[config.mk]
export PLATFORM = sky130hd
export DESIGN_NAME = luhn_check_and_issuer_class_flat
export DESIGN_NICKNAME = d
export VERILOG_FILES = /design/src/rtl/core/llc_pkg.sv /design/src/rtl/core/llc_stream_if.sv /design/src/rtl/core/llc_bcd_stage.sv /design/src/rtl/core/llc_digit_stage.sv /design/src/rtl/core/llc_sum_stage.sv /design/src/rtl/core/llc_class_stage.sv /design/src/rtl/core/luhn_check_and_issuer_class.sv /design/src/flat_wrapper.sv
export SDC_FILE = /design/constraint.sdc
export NUM_CORES = 2
export LEC_CHECK = 0
export ABC_AREA = 1
export BUFFER_PORTS_ARGS = -buffer_cell sky130_fd_sc_hd__buf_4
export CAP_MARGIN = 25
export CORE_MARGIN = 2
export CORE_UTILIZATION = 55
export CTS_CLUSTER_DIAMETER = 100
export DETAILED_ROUTE_END_ITERATION = 8
export GPL_TIMING_DRIVEN = 0
export HOLD_SLACK_MARGIN = 0.03
export PLACE_DENSITY_LB_ADDON = 0.25
export SLEW_MARGIN = 20
export SYNTH_ARGS = -nofsm -noshare
export SYNTH_HDL_FRONTEND = slang
export SYNTH_SLANG_ARGS = --single-unit
[constraint.sdc]
create_clock -name clk -period 26.5 [get_ports clk]
set_clock_uncertainty 0.05 [all_clocks]
set_input_delay 1.325 -clock clk [delete_from_list [all_inputs] [get_ports clk]]
set_output_delay 1.325 -clock clk [all_outputs]
set_load 0.005 [all_outputs]
[src/rtl/core/llc_pkg.sv]
// shared types, constants and helpers for the luhn check and issuer class block
// no dependencies; every stage module and the top in rtl/core import this package
`default_nettype none

package llc_pkg;

	// payload widths
	localparam int CARD_W     = 63;
	localparam int BCD_DIGITS = 19;
	localparam int BCD_W      = 4 * BCD_DIGITS;
	localparam int COUNT_W    = 5;
	localparam int CLASS_W    = 2;

	// conversion pipeline: a fixed number of binary bits folded in per stage
	localparam int BITS_PER_STAGE = 8;
	localparam int CONV_STAGES    = (CARD_W + BITS_PER_STAGE - 1) / BITS_PER_STAGE;
	localparam int LAST_BITS      = CARD_W - BITS_PER_STAGE * (CONV_STAGES - 1);

	// luhn sum is split in groups of digits, all summed in the digit stage
	localparam int GROUP_N = 5;
	localparam int GROUPS  = (BCD_DIGITS + GROUP_N - 1) / GROUP_N;
	localparam int GSUM_W  = 6;
	localparam int SUM_W   = 8;
	localparam int SUM_MAX = 9 * BCD_DIGITS;

	// default digit limit
	localparam int MAX_DIGITS_DEF = 19;

	// issuer class codes
	localparam logic [CLASS_W-1:0] CLS_INVALID   = 2'd0;
	localparam logic [CLASS_W-1:0] CLS_PREFIX_3X = 2'd1;
	localparam logic [CLASS_W-1:0] CLS_PREFIX_4  = 2'd2;
	localparam logic [CLASS_W-1:0] CLS_PREFIX_5X = 2'd3;

	// lengths that the class rules look at
	localparam logic [COUNT_W-1:0] LEN_13 = 5'd13;
	localparam logic [COUNT_W-1:0] LEN_15 = 5'd15;
	localparam logic [COUNT_W-1:0] LEN_16 = 5'd16;

	typedef struct packed {
		logic [CARD_W-1:0] card_number;
	} card_t;

	typedef struct packed {
		logic [CLASS_W-1:0] issuer_class;
		logic               checksum_ok;
		logic [COUNT_W-1:0] digit_count;
	} result_t;

	// binary-to-bcd shift state
	typedef struct packed {
		logic [CARD_W-1:0] bin;
		logic [BCD_W-1:0]  bcd;
	} conv_t;

	// after digit mapping: group sums, length and the digits the prefix rules need
	typedef struct packed {
		logic [GROUPS-1:0][GSUM_W-1:0] gsum;
		logic [COUNT_W-1:0]            count;
		logic                          over;
		logic [3:0]                    d12;
		logic [3:0]                    d13;
		logic [3:0]                    d14;
		logic [3:0]                    d15;
	} dig_t;

	// after the sum: check result, length and prefix digits
	typedef struct packed {
		logic               ok;
		logic [COUNT_W-1:0] count;
		logic [3:0]         d12;
		logic [3:0]         d13;
		logic [3:0]         d14;
		logic [3:0]         d15;
	} sum_t;

	// doubled digit reduced to its digit sum
	function automatic logic [3:0] luhn_dbl(input logic [3:0] d);
		logic [4:0] t;
		t = {d, 1'b0};
		if (t >= 5'd10)
			t = t - 5'd9;
		return t[3:0];
	endfunction

endpackage

`default_nettype wire

[src/rtl/core/llc_stream_if.sv]
// valid/ready stream channel with a typed payload
// no dependencies
`default_nettype none

interface llc_stream_if #(
	parameter type T = logic
) ();

	logic valid;
	logic ready;
	T     data;

	modport source (output valid, output data, input ready);
	modport sink (input valid, input data, output ready);

endinterface

`default_nettype wire

[src/rtl/core/llc_bcd_stage.sv]
// one stage of the binary-to-bcd converter (shift and add-3 over NBITS bits)
// depends on llc_pkg
`default_nettype none

module llc_bcd_stage #(
	parameter int NBITS = llc_pkg::BITS_PER_STAGE
) (
	input  logic           clk,
	input  logic           arst_n,
	input  logic           en,
	input  logic           vld,
	input  llc_pkg::conv_t conv,
	output logic           vld_s1,
	output llc_pkg::conv_t conv_s1
);
	import llc_pkg::*;

	conv_t nxt;

	// fold NBITS binary bits into the bcd digits, msb first
	always_comb begin
		conv_t w;
		w = conv;
		for (int b = 0; b < NBITS; b++) begin
			for (int d = 0; d < BCD_DIGITS; d++) begin
				if (w.bcd[d*4 +: 4] >= 4'd5)
					w.bcd[d*4 +: 4] = w.bcd[d*4 +: 4] + 4'd3;
			end
			w.bcd = {w.bcd[BCD_W-2:0], w.bin[CARD_W-1]};
			w.bin = {w.bin[CARD_W-2:0], 1'b0};
		end
		nxt = w;
	end

	// stage valid
	always_ff @(posedge clk or negedge arst_n) begin
		if (!arst_n)
			vld_s1 <= 1'b0;
		else if (en)
			vld_s1 <= vld;
	end

	// stage payload
	always_ff @(posedge clk) begin
		if (en)
			conv_s1 <= nxt;
	end

endmodule

`default_nettype wire

[src/rtl/core/llc_digit_stage.sv]
// digit stage: length, luhn weighting and partial sums per digit group
// depends on llc_pkg
`default_nettype none

module llc_digit_stage #(
	parameter int MAX_DIGITS = llc_pkg::MAX_DIGITS_DEF
) (
	input  logic                      clk,
	input  logic                      arst_n,
	input  logic                      en,
	input  logic                      vld,
	input  logic [llc_pkg::BCD_W-1:0] bcd,
	output logic                      vld_s9,
	output llc_pkg::dig_t             dig_s9
);
	import llc_pkg::*;

	localparam logic [COUNT_W-1:0] MAXD = COUNT_W'(MAX_DIGITS);

	dig_t nxt;

	always_comb begin
		logic [3:0]         d;
		logic [3:0]         v;
		logic [COUNT_W-1:0] cnt;
		nxt = '0;
		cnt = '0;
		// length is the position of the highest nonzero digit
		for (int i = 0; i < BCD_DIGITS; i++) begin
			if (bcd[i*4 +: 4] != 4'd0)
				cnt = COUNT_W'(i + 1);
		end
		// weighted digits summed per group, every second digit doubled
		for (int g = 0; g < GROUPS; g++) begin
			for (int k = 0; k < GROUP_N; k++) begin
				if (g * GROUP_N + k < BCD_DIGITS) begin
					d = bcd[(g*GROUP_N + k)*4 +: 4];
					v = (((g * GROUP_N + k) % 2) == 1) ? luhn_dbl(d) : d;
					nxt.gsum[g] = nxt.gsum[g] + GSUM_W'(v);
				end
			end
		end
		// too long: reject and report the limit as the length
		nxt.over  = (cnt > MAXD);
		nxt.count = nxt.over ? MAXD : cnt;
		nxt.d12   = bcd[12*4 +: 4];
		nxt.d13   = bcd[13*4 +: 4];
		nxt.d14   = bcd[14*4 +: 4];
		nxt.d15   = bcd[15*4 +: 4];
	end

	always_ff @(posedge clk or negedge arst_n) begin
		if (!arst_n)
			vld_s9 <= 1'b0;
		else if (en)
			vld_s9 <= vld;
	end

	always_ff @(posedge clk) begin
		if (en)
			dig_s9 <= nxt;
	end

endmodule

`default_nettype wire

[src/rtl/core/llc_sum_stage.sv]
// sum stage: adds the group sums and checks the total against multiples of ten
// depends on llc_pkg
`default_nettype none

module llc_sum_stage (
	input  logic          clk,
	input  logic          arst_n,
	input  logic          en,
	input  logic          vld,
	input  llc_pkg::dig_t dig,
	output logic          vld_s10,
	output llc_pkg::sum_t sum_s10
);
	import llc_pkg::*;

	sum_t nxt;

	always_comb begin
		logic [SUM_W-1:0] total;
		logic             mult10;
		total  = '0;
		mult10 = 1'b0;
		// total of the groups
		for (int g = 0; g < GROUPS; g++)
			total = total + SUM_W'(dig.gsum[g]);
		// multiple of ten by compare against each candidate
		for (int k = 0; k <= SUM_MAX / 10; k++) begin
			if (total == SUM_W'(10 * k))
				mult10 = 1'b1;
		end
		nxt.ok    = mult10 && !dig.over;
		nxt.count = dig.count;
		nxt.d12   = dig.d12;
		nxt.d13   = dig.d13;
		nxt.d14   = dig.d14;
		nxt.d15   = dig.d15;
	end

	always_ff @(posedge clk or negedge arst_n) begin
		if (!arst_n)
			vld_s10 <= 1'b0;
		else if (en)
			vld_s10 <= vld;
	end

	always_ff @(posedge clk) begin
		if (en)
			sum_s10 <= nxt;
	end

endmodule

`default_nettype wire

[src/rtl/core/llc_class_stage.sv]
// output stage: issuer class from length and leading digits, result register
// depends on llc_pkg
`default_nettype none

module llc_class_stage (
	input  logic             clk,
	input  logic             arst_n,
	input  logic             en,
	input  logic             vld,
	input  llc_pkg::sum_t    sums,
	output logic             vld_s11,
	output llc_pkg::result_t res_s11
);
	import llc_pkg::*;

	result_t nxt;

	// class rules in priority order
	always_comb begin
		nxt.checksum_ok = sums.ok;
		nxt.digit_count = sums.count;
		priority if (!sums.ok)
			nxt.issuer_class = CLS_INVALID;
		else if (sums.count == LEN_15 && sums.d14 == 4'd3
				&& (sums.d13 == 4'd4 || sums.d13 == 4'd7))
			nxt.issuer_class = CLS_PREFIX_3X;
		else if ((sums.count == LEN_13 && sums.d12 == 4'd4)
				|| (sums.count == LEN_16 && sums.d15 == 4'd4))
			nxt.issuer_class = CLS_PREFIX_4;
		else if (sums.count == LEN_16 && sums.d15 == 4'd5
				&& sums.d14 >= 4'd1 && sums.d14 <= 4'd5)
			nxt.issuer_class = CLS_PREFIX_5X;
		else
			nxt.issuer_class = CLS_INVALID;
	end

	always_ff @(posedge clk or negedge arst_n) begin
		if (!arst_n)
			vld_s11 <= 1'b0;
		else if (en)
			vld_s11 <= vld;
	end

	always_ff @(posedge clk) begin
		if (en)
			res_s11 <= nxt;
	end

endmodule

`default_nettype wire

[src/rtl/core/luhn_check_and_issuer_class.sv]
// pipeline depth: 11 register stages
// throughput: one card number per cycle while no result is stalled; the 63-bit binary-to-bcd conversion
//   takes 8 stages (8 bits each, 7 in the last), then digit, sum and class stages
// a stalled result freezes the whole pipeline; no beat is lost or repeated
// reset (arst_n low) clears all stage valid bits; payload registers keep data
// depends on llc_pkg, llc_stream_if and the llc stage modules
`default_nettype none

module luhn_check_and_issuer_class #(
	parameter int MAX_DIGITS = llc_pkg::MAX_DIGITS_DEF
) (
	input  logic          clk,
	input  logic          arst_n,
	llc_stream_if.sink    card,
	llc_stream_if.source  result
);
	import llc_pkg::*;

	logic    en;
	logic    vld    [CONV_STAGES+1];
	conv_t   conv   [CONV_STAGES+1];
	logic    vld_dig;
	dig_t    dig;
	logic    vld_sum;
	sum_t    sums;
	logic    vld_res;
	result_t res;

	// whole pipeline advances unless a finished result is held
	assign en         = !vld_res || result.ready;
	assign card.ready = en;

	// conversion input
	assign vld[0]      = card.valid;
	assign conv[0].bin = card.data.card_number;
	assign conv[0].bcd = '0;

	// binary-to-bcd stages
	for (genvar s = 0; s < CONV_STAGES; s++) begin : g_conv
		localparam int NB = (s == CONV_STAGES - 1) ? LAST_BITS : BITS_PER_STAGE;
		llc_bcd_stage #(
			.NBITS (NB)
		) u_bcd (
			.clk     (clk),
			.arst_n  (arst_n),
			.en      (en),
			.vld     (vld[s]),
			.conv    (conv[s]),
			.vld_s1  (vld[s+1]),
			.conv_s1 (conv[s+1])
		);
	end

	llc_digit_stage #(
		.MAX_DIGITS (MAX_DIGITS)
	) u_digit (
		.clk    (clk),
		.arst_n (arst_n),
		.en     (en),
		.vld    (vld[CONV_STAGES]),
		.bcd    (conv[CONV_STAGES].bcd),
		.vld_s9 (vld_dig),
		.dig_s9 (dig)
	);

	llc_sum_stage u_sum (
		.clk     (clk),
		.arst_n  (arst_n),
		.en      (en),
		.vld     (vld_dig),
		.dig     (dig),
		.vld_s10 (vld_sum),
		.sum_s10 (sums)
	);

	llc_class_stage u_class (
		.clk     (clk),
		.arst_n  (arst_n),
		.en      (en),
		.vld     (vld_sum),
		.sums    (sums),
		.vld_s11 (vld_res),
		.res_s11 (res)
	);

	assign result.valid = vld_res;
	assign result.data  = res;

	// a class is only given to a number that passed the check
	a_class_needs_ok: assert property (@(posedge clk) disable iff (!arst_n)
		result.valid && result.data.issuer_class != CLS_INVALID
			|-> result.data.checksum_ok)
		else $error("issuer class set without passing checksum");

	// a class only goes with one of the lengths the rules name
	a_class_length: assert property (@(posedge clk) disable iff (!arst_n)
		result.valid && result.data.issuer_class != CLS_INVALID
			|-> (result.data.digit_count == LEN_13
				|| result.data.digit_count == LEN_15
				|| result.data.digit_count == LEN_16))
		else $error("issuer class with a length no rule allows");

	// reported length never exceeds the digit limit
	a_count_limit: assert property (@(posedge clk) disable iff (!arst_n)
		result.valid |-> result.data.digit_count <= COUNT_W'(MAX_DIGITS))
		else $error("digit count above the limit");

	// a held result blocks new beats on the input
	a_stall_blocks_input: assert property (@(posedge clk) disable iff (!arst_n)
		result.valid && !result.ready |-> !card.ready)
		else $error("input accepted while the pipeline is stalled");

endmodule

`default_nettype wire

[src/flat_wrapper.sv]
// flat-port wrapper written by rule: the top's interface ports become plain ports
module luhn_check_and_issuer_class_flat import llc_pkg::*;
#(
	parameter int MAX_DIGITS = llc_pkg::MAX_DIGITS_DEF
)
  (clk, arst_n, card_valid, card_data, card_ready, result_valid, result_data, result_ready);
  llc_stream_if #(.T(card_t)) card_i ();
  llc_stream_if #(.T(result_t)) result_i ();
  input  logic clk;
  input  logic arst_n;
  input wire logic [$bits(card_i.valid)-1:0] card_valid;
  input wire logic [$bits(card_i.data)-1:0] card_data;
  output wire logic [$bits(card_i.ready)-1:0] card_ready;
  output wire logic [$bits(result_i.valid)-1:0] result_valid;
  output wire logic [$bits(result_i.data)-1:0] result_data;
  input wire logic [$bits(result_i.ready)-1:0] result_ready;
  assign card_i.valid = card_valid;
  assign card_i.data = card_data;
  assign card_ready = card_i.ready;
  assign result_valid = result_i.valid;
  assign result_data = result_i.data;
  assign result_i.ready = result_ready;
  luhn_check_and_issuer_class #(.MAX_DIGITS(MAX_DIGITS)) u_core (.clk(clk), .arst_n(arst_n), .card(card_i), .result(result_i));
endmodule
; Yosys cells after proc, flatten, opt, wreduce, memory -nomap -nowiden
; Cells that the tools add are included.
[word_totals]
out_inout_bits = 10
n_memories = 0
register_bits = 848
mem_bits_rw = 0
mem_bits_ro = 0
input_bits = 67
latch_bits = 0
wordCells = 3218
[classes]
n_eq_ne = 26
multipliers = 0
shifts = 0
n_mux = 1056
reduce_logical = 34
n_addsub = 1034
div = 0
n_bitwise = 1
order_cmp = 1019
[op_table]
columns = cell, count
row1 = $ge 4x3->1 const B, 988
row2 = $mux 4, 954
row3 = $add 4x2->4 const B, 945
row4 = $mux 3, 60
row5 = $add 3x2->3 const B, 43
row6 = $mux 5, 17
row7 = $reduce_bool 4->1, 19
row8 = $add 1x2->3 const AB, 18
row9 = $ge 1x3->1 const AB, 18
row10 = $eq 8x7->1 const B, 6
row11 = $ge 5x4->1 const B, 9
row12 = $add 6x4->6, 7
row13 = $eq 8x8->1 const B, 5
row14 = $sub 4x4->4 const B, 9
row15 = $add 5x4->6, 4
row16 = $eq 8x6->1 const B, 3
row17 = $mux 1, 22
row18 = $add 4x4->5, 4
row19 = $eq 4x3->1 const B, 5
row20 = $eq 8x5->1 const B, 2
row21 = $eq 5x4->1 const B, 2
row22 = $add 7x6->8, 1
row23 = $add 8x6->8, 1
row24 = $eq 8x4->1 const B, 1
row25 = 15 further kinds, 27

; Longest topological paths before layout
[depth]
ltp_word = 23
depth_mapped = 50
ltp_nobuf = 50

; Cells and area by module
; A second synthesis with hierarchy kept.
[hier_totals]
hier_cells = 24656
area_unflattened_um2 = 157309.6
[modules_own_cells]
columns = module, n_inst, area_each_um2, seq_area_each_um2, cells_each
row1 = llc_bcd_stage at u_core.g_conv[0].u_bcd ..., 7, 19085.8, 3958.8, 3047
row2 = llc_bcd_stage at u_core.g_conv[7].u_bcd, 1, 17654.4, 3988.8, 2732
row3 = llc_digit_stage, 1, 4184.0, 1406.3, 413
row4 = llc_sum_stage, 1, 1405.1, 685.7, 126
row5 = llc_class_stage, 1, 454.2, 265.3, 53
row6 = luhn_check_and_issuer_class, 1, 11.3, 0.0, 3

; Worst setup path before layout
; Ideal clock, no wire load.
[synth_path]
kind = input to register
from = in result_ready
to = reg u_core.g_conv[2].u_bcd.vld_s1
path_slack_ps = 5404
required_time_ps = 25589
arrival_ps = 20185
setup_ps = 861
n_path_buf = 1
cell_stages = 4
cell_sequence = inv_1 -> nand2_1 -> clkbuf_1 -> a21oi_1
[synth_via]
elab_chain_len = 1
[synth_rtl]
columns = element, line_no
row1 = start: declaration, flat_wrapper.sv:16  ; input wire logic [$bits(result_i.ready)-1:0] result_ready;
row2 = $logic_or 1x1->1, luhn_check_and_issuer_class.sv:30  ; assign en = !vld_res || result.ready;
row3 = via card_ready, flat_wrapper.sv:13  ; output wire logic [$bits(card_i.ready)-1:0] card_ready;
row4 = end signal: assignment, llc_bcd_stage.sv:40  ; vld_s1 <= vld;
row5 = end: declaration, llc_bcd_stage.sv:13  ; output logic vld_s1,
; The timed path passes the listed nets, and every way through them passes these cells.
; A chain may end at the register's enable or synchronous reset.

==> results.json <==
{
  "drive_gt1_share_pct": 11.8,
  "synthAdderAreaFrac_pct": 11.9,
  "clock.fmax_mhz": 143,
  "core_area_um2": 158000,
  "worst_pin_slew_ps": 701,
  "rsz0062_at_grt": "no",
  "path_buf_inv": 13,
  "fin_ws_ps": 19530,
  "cp-end-kind": "flop",
  "synth_edf_count": 663,
  "max_stage_delay_ps": 430,
  "cp_max_fo": 4,
  "cts_tree": "yes",
  "io_pins": 77,
  "ys.flop_type": "edfxtp_1",
  "htreeDepth": 3,
  "synth_top_family_by_area": "simple AND/OR/NAND/NOR gates",
  "syn2layout_area_growth_pct": 7.42,
  "final-hold-violation-count": 0,
  "synth-compound-area-share_pct": 8.66,
  "grt_first_pass_wirelength_mm": 289,
  "cp_top_family": "adder cells",
  "rows": 146,
  "startpoint_type": "flop",
  "cts_resized": 0,
  "ys_types": 62,
  "synthTopCellsByCount": "4270 x nand2_1, 2473 x inv_1, 1198 x nand3_1",
  "yosys.area_share.simple_pct": 41.0,
  "syn_avg_cell_area_um2": 6.62,
  "outcome": "completed",
  "numCtsBuffers": 85,
  "hold_class": "reg2reg",
  "cts_buffer_depth": 3,
  "clkLatencyLatePin_ps": 710,
  "cpMostUsedCell": "inv_1",
  "finalWeightedCongestion": 0.844,
  "first_iter_violations": 3031,
  "wl_per_cell_um": 10.2,
  "whs_endpoint": "u_core.g_conv[2].u_bcd.conv_s1[135]",
  "ys_seq_area_share_pct": 23.1,
  "grt_util_all_layers_pct": 19.4,
  "synth_seq_cells": 674,
  "yosysMostFrequentCell": "nand2_1",
  "fp.dieArea_um2": 162000,
  "nFillCells": 14200,
  "synthXorXnorAreaFrac_pct": 4.40,
  "synth_top_area_share_pct": 22.8,
  "setup_viol": 0,
  "drv_cap": 0,
  "synth_area_leader_cell": "edfxtp_1",
  "postRouteAntennaNets": 0,
  "netlist_instances": 13200,
  "path_clk_slew_ps": 60,
  "drc": 0,
  "period_minus_slack_ps": 6970,
  "start_util_pct": 55.3,
  "worstPathRequired_ps": 26890,
  "worstRegToRegCells": 43,
  "synthArstFlopShare_pct": 1.63,
  "syn-num-nets": 14100,
  "hold_depth": 0,
  "hpwl_mm": 130,
  "muxShareOfSynthArea_pct": 0.0473,
  "post_cts_buffers": 0,
  "ctsHoldBuffers": 0,
  "post-place-ws_ps": 19530,
  "netlist_area_um2": 87400,
  "crit_path_top_delay_cell": "a211oi_1",
  "rrSetupSlack_ps": 19530,
  "cts.root.buffer_cell": "clkbuf_16",
  "antenna_cells": 0,
  "fp.dieW_um": 403,
  "clock_sinks": 674,
  "overflow": 0,
  "yosysWarningCount": 0,
  "avgViaCountPerCell": 5.12,
  "port_buffers": 76,
  "hold_start": "u_core.g_conv[1].u_bcd.conv_s1[127]",
  "crit_arrival_ps": 7370,
  "grt_max_degree": 58,
  "report.final.slew_viol_count": 0,
  "first_global_vias": 74700,
  "period_share_pct": 26.3,
  "reg2reg_from": "u_core.g_conv[6].u_bcd.conv_s1[56]",
  "first_pass_iters": 7,
  "vias": 79500,
  "synth.area.top_cells": "edfxtp_1 23%, nand2_1 18%, ha_1 11%",
  "antenna_found_initial": 0,
  "nets": 14200,
  "drt_wl_total_mm": 159,
  "r2r-end": "u_core.g_conv[7].u_bcd.conv_s1[69]",
  "crit_type": "reg2reg",
  "max_slew_margin_pct": 52.7,
  "die_h_um": 403
}
[registers in the layout (all words and copies together) (netlist names)]
register,flops
u_core.g_conv.u_bcd.conv_s1,587
u_core.u_digit.dig_s9,46
u_core.u_sum.sum_s10,22
u_core.g_conv.u_bcd.vld_s1,8
u_core.u_class.res_s11,8
u_core.u_class.vld_s11,1
u_core.u_digit.vld_s9,1
u_core.u_sum.vld_s10,1
[worst max path at each step]
stage | cells past startpoint | end | from
floorplan | 4 | u_core.g_conv[2].u_bcd.vld_s1 | result_ready
global placement | 5 | card_ready | result_ready
detailed placement | 43 | u_core.g_conv[7].u_bcd.conv_s1[72] | u_core.g_conv[6].u_bcd.conv_s1[60]
CTS | 43 | u_core.g_conv[7].u_bcd.conv_s1[72] | u_core.g_conv[6].u_bcd.conv_s1[60]
global route | 40 | u_core.g_conv[7].u_bcd.conv_s1[54] | u_core.g_conv[6].u_bcd.conv_s1[44]
finish | 43 | u_core.g_conv[7].u_bcd.conv_s1[69] | u_core.g_conv[6].u_bcd.conv_s1[56]
[through the flow]
step                cell area [um^2]  TNS [ps]  cells  util [%]  hold slack [ps]
finish                         93900         0  15500      59.4              362
global placement               90500  -1254700  15400      57.3              351
CTS                            93900         0  15500      59.4              332
detailed placement             90900         0  15400      57.5              355
global route                   93900         0  15500      59.4              353
floorplan                      87400         0  13200         -              350
[worst reg2reg max path: cells and delay by family (launching register included)]
family,cells,cell delay (ps)
simple gates,10,1140
buf+inv,13,1050
compound gates,8,1410
fa+ha+maj,7,1440
xor+xnor,5,1190
flops,1,410
[cell families after synthesis]
family                   after synthesis
other                                  1
adder cells (fa/ha/maj)              798
buffers and inverters               2535
flip-flops                           674
AND/OR/NAND/NOR                     7569
AO/OA/AOI/OAI                       1233
XOR/XNOR                             392
multiplexers                           4
[layout by cell type (no fill, tap or decap), drive strengths merged, types with 33 or more instances in the layout]
master,netlist,layout
nand2,4910,4910
inv,2529,2539
nand3,1536,1536
ha,745,745
o21ai,727,727
edfxtp,663,663
nand4,443,443
nor2,408,408
xor2,338,338
a21oi,253,253
and2,111,111
a21o,106,106
clkbuf,2,102
buf,0,90
nand3b,88,88
xnor2,54,54
fa,53,53
or2,41,41
a31o,34,34
clkinv,4,33
[per-layer routing]
layer | GRT usage [%] | share of wire (%) | up-vias
met5 | 0 | 0 | -
met4 | 4.72 | 2.0 | 0
met3 | 2.24 | 2.0 | 203
met2 | 39.4 | 53 | 544
met1 | 21.0 | 43 | 35700
li1 | - | - | 43000
[final cells by class]
type	count	area, um^2	area share (%)
timing repair buffer	90	926	0.987
inverter	2533	9510	10.1
buffer	2	11.3	0.0120
clock inverter	60	774	0.825
sequential	674	20200	21.5
tap	2072	2590	2.76
multi-input combinational	9997	57700	61.4
clock buffer	100	2180	2.33
Power is left out: the tool's default activity adds up to more than one toggle a clock period on the data nets, which glitch-free logic cannot reach.
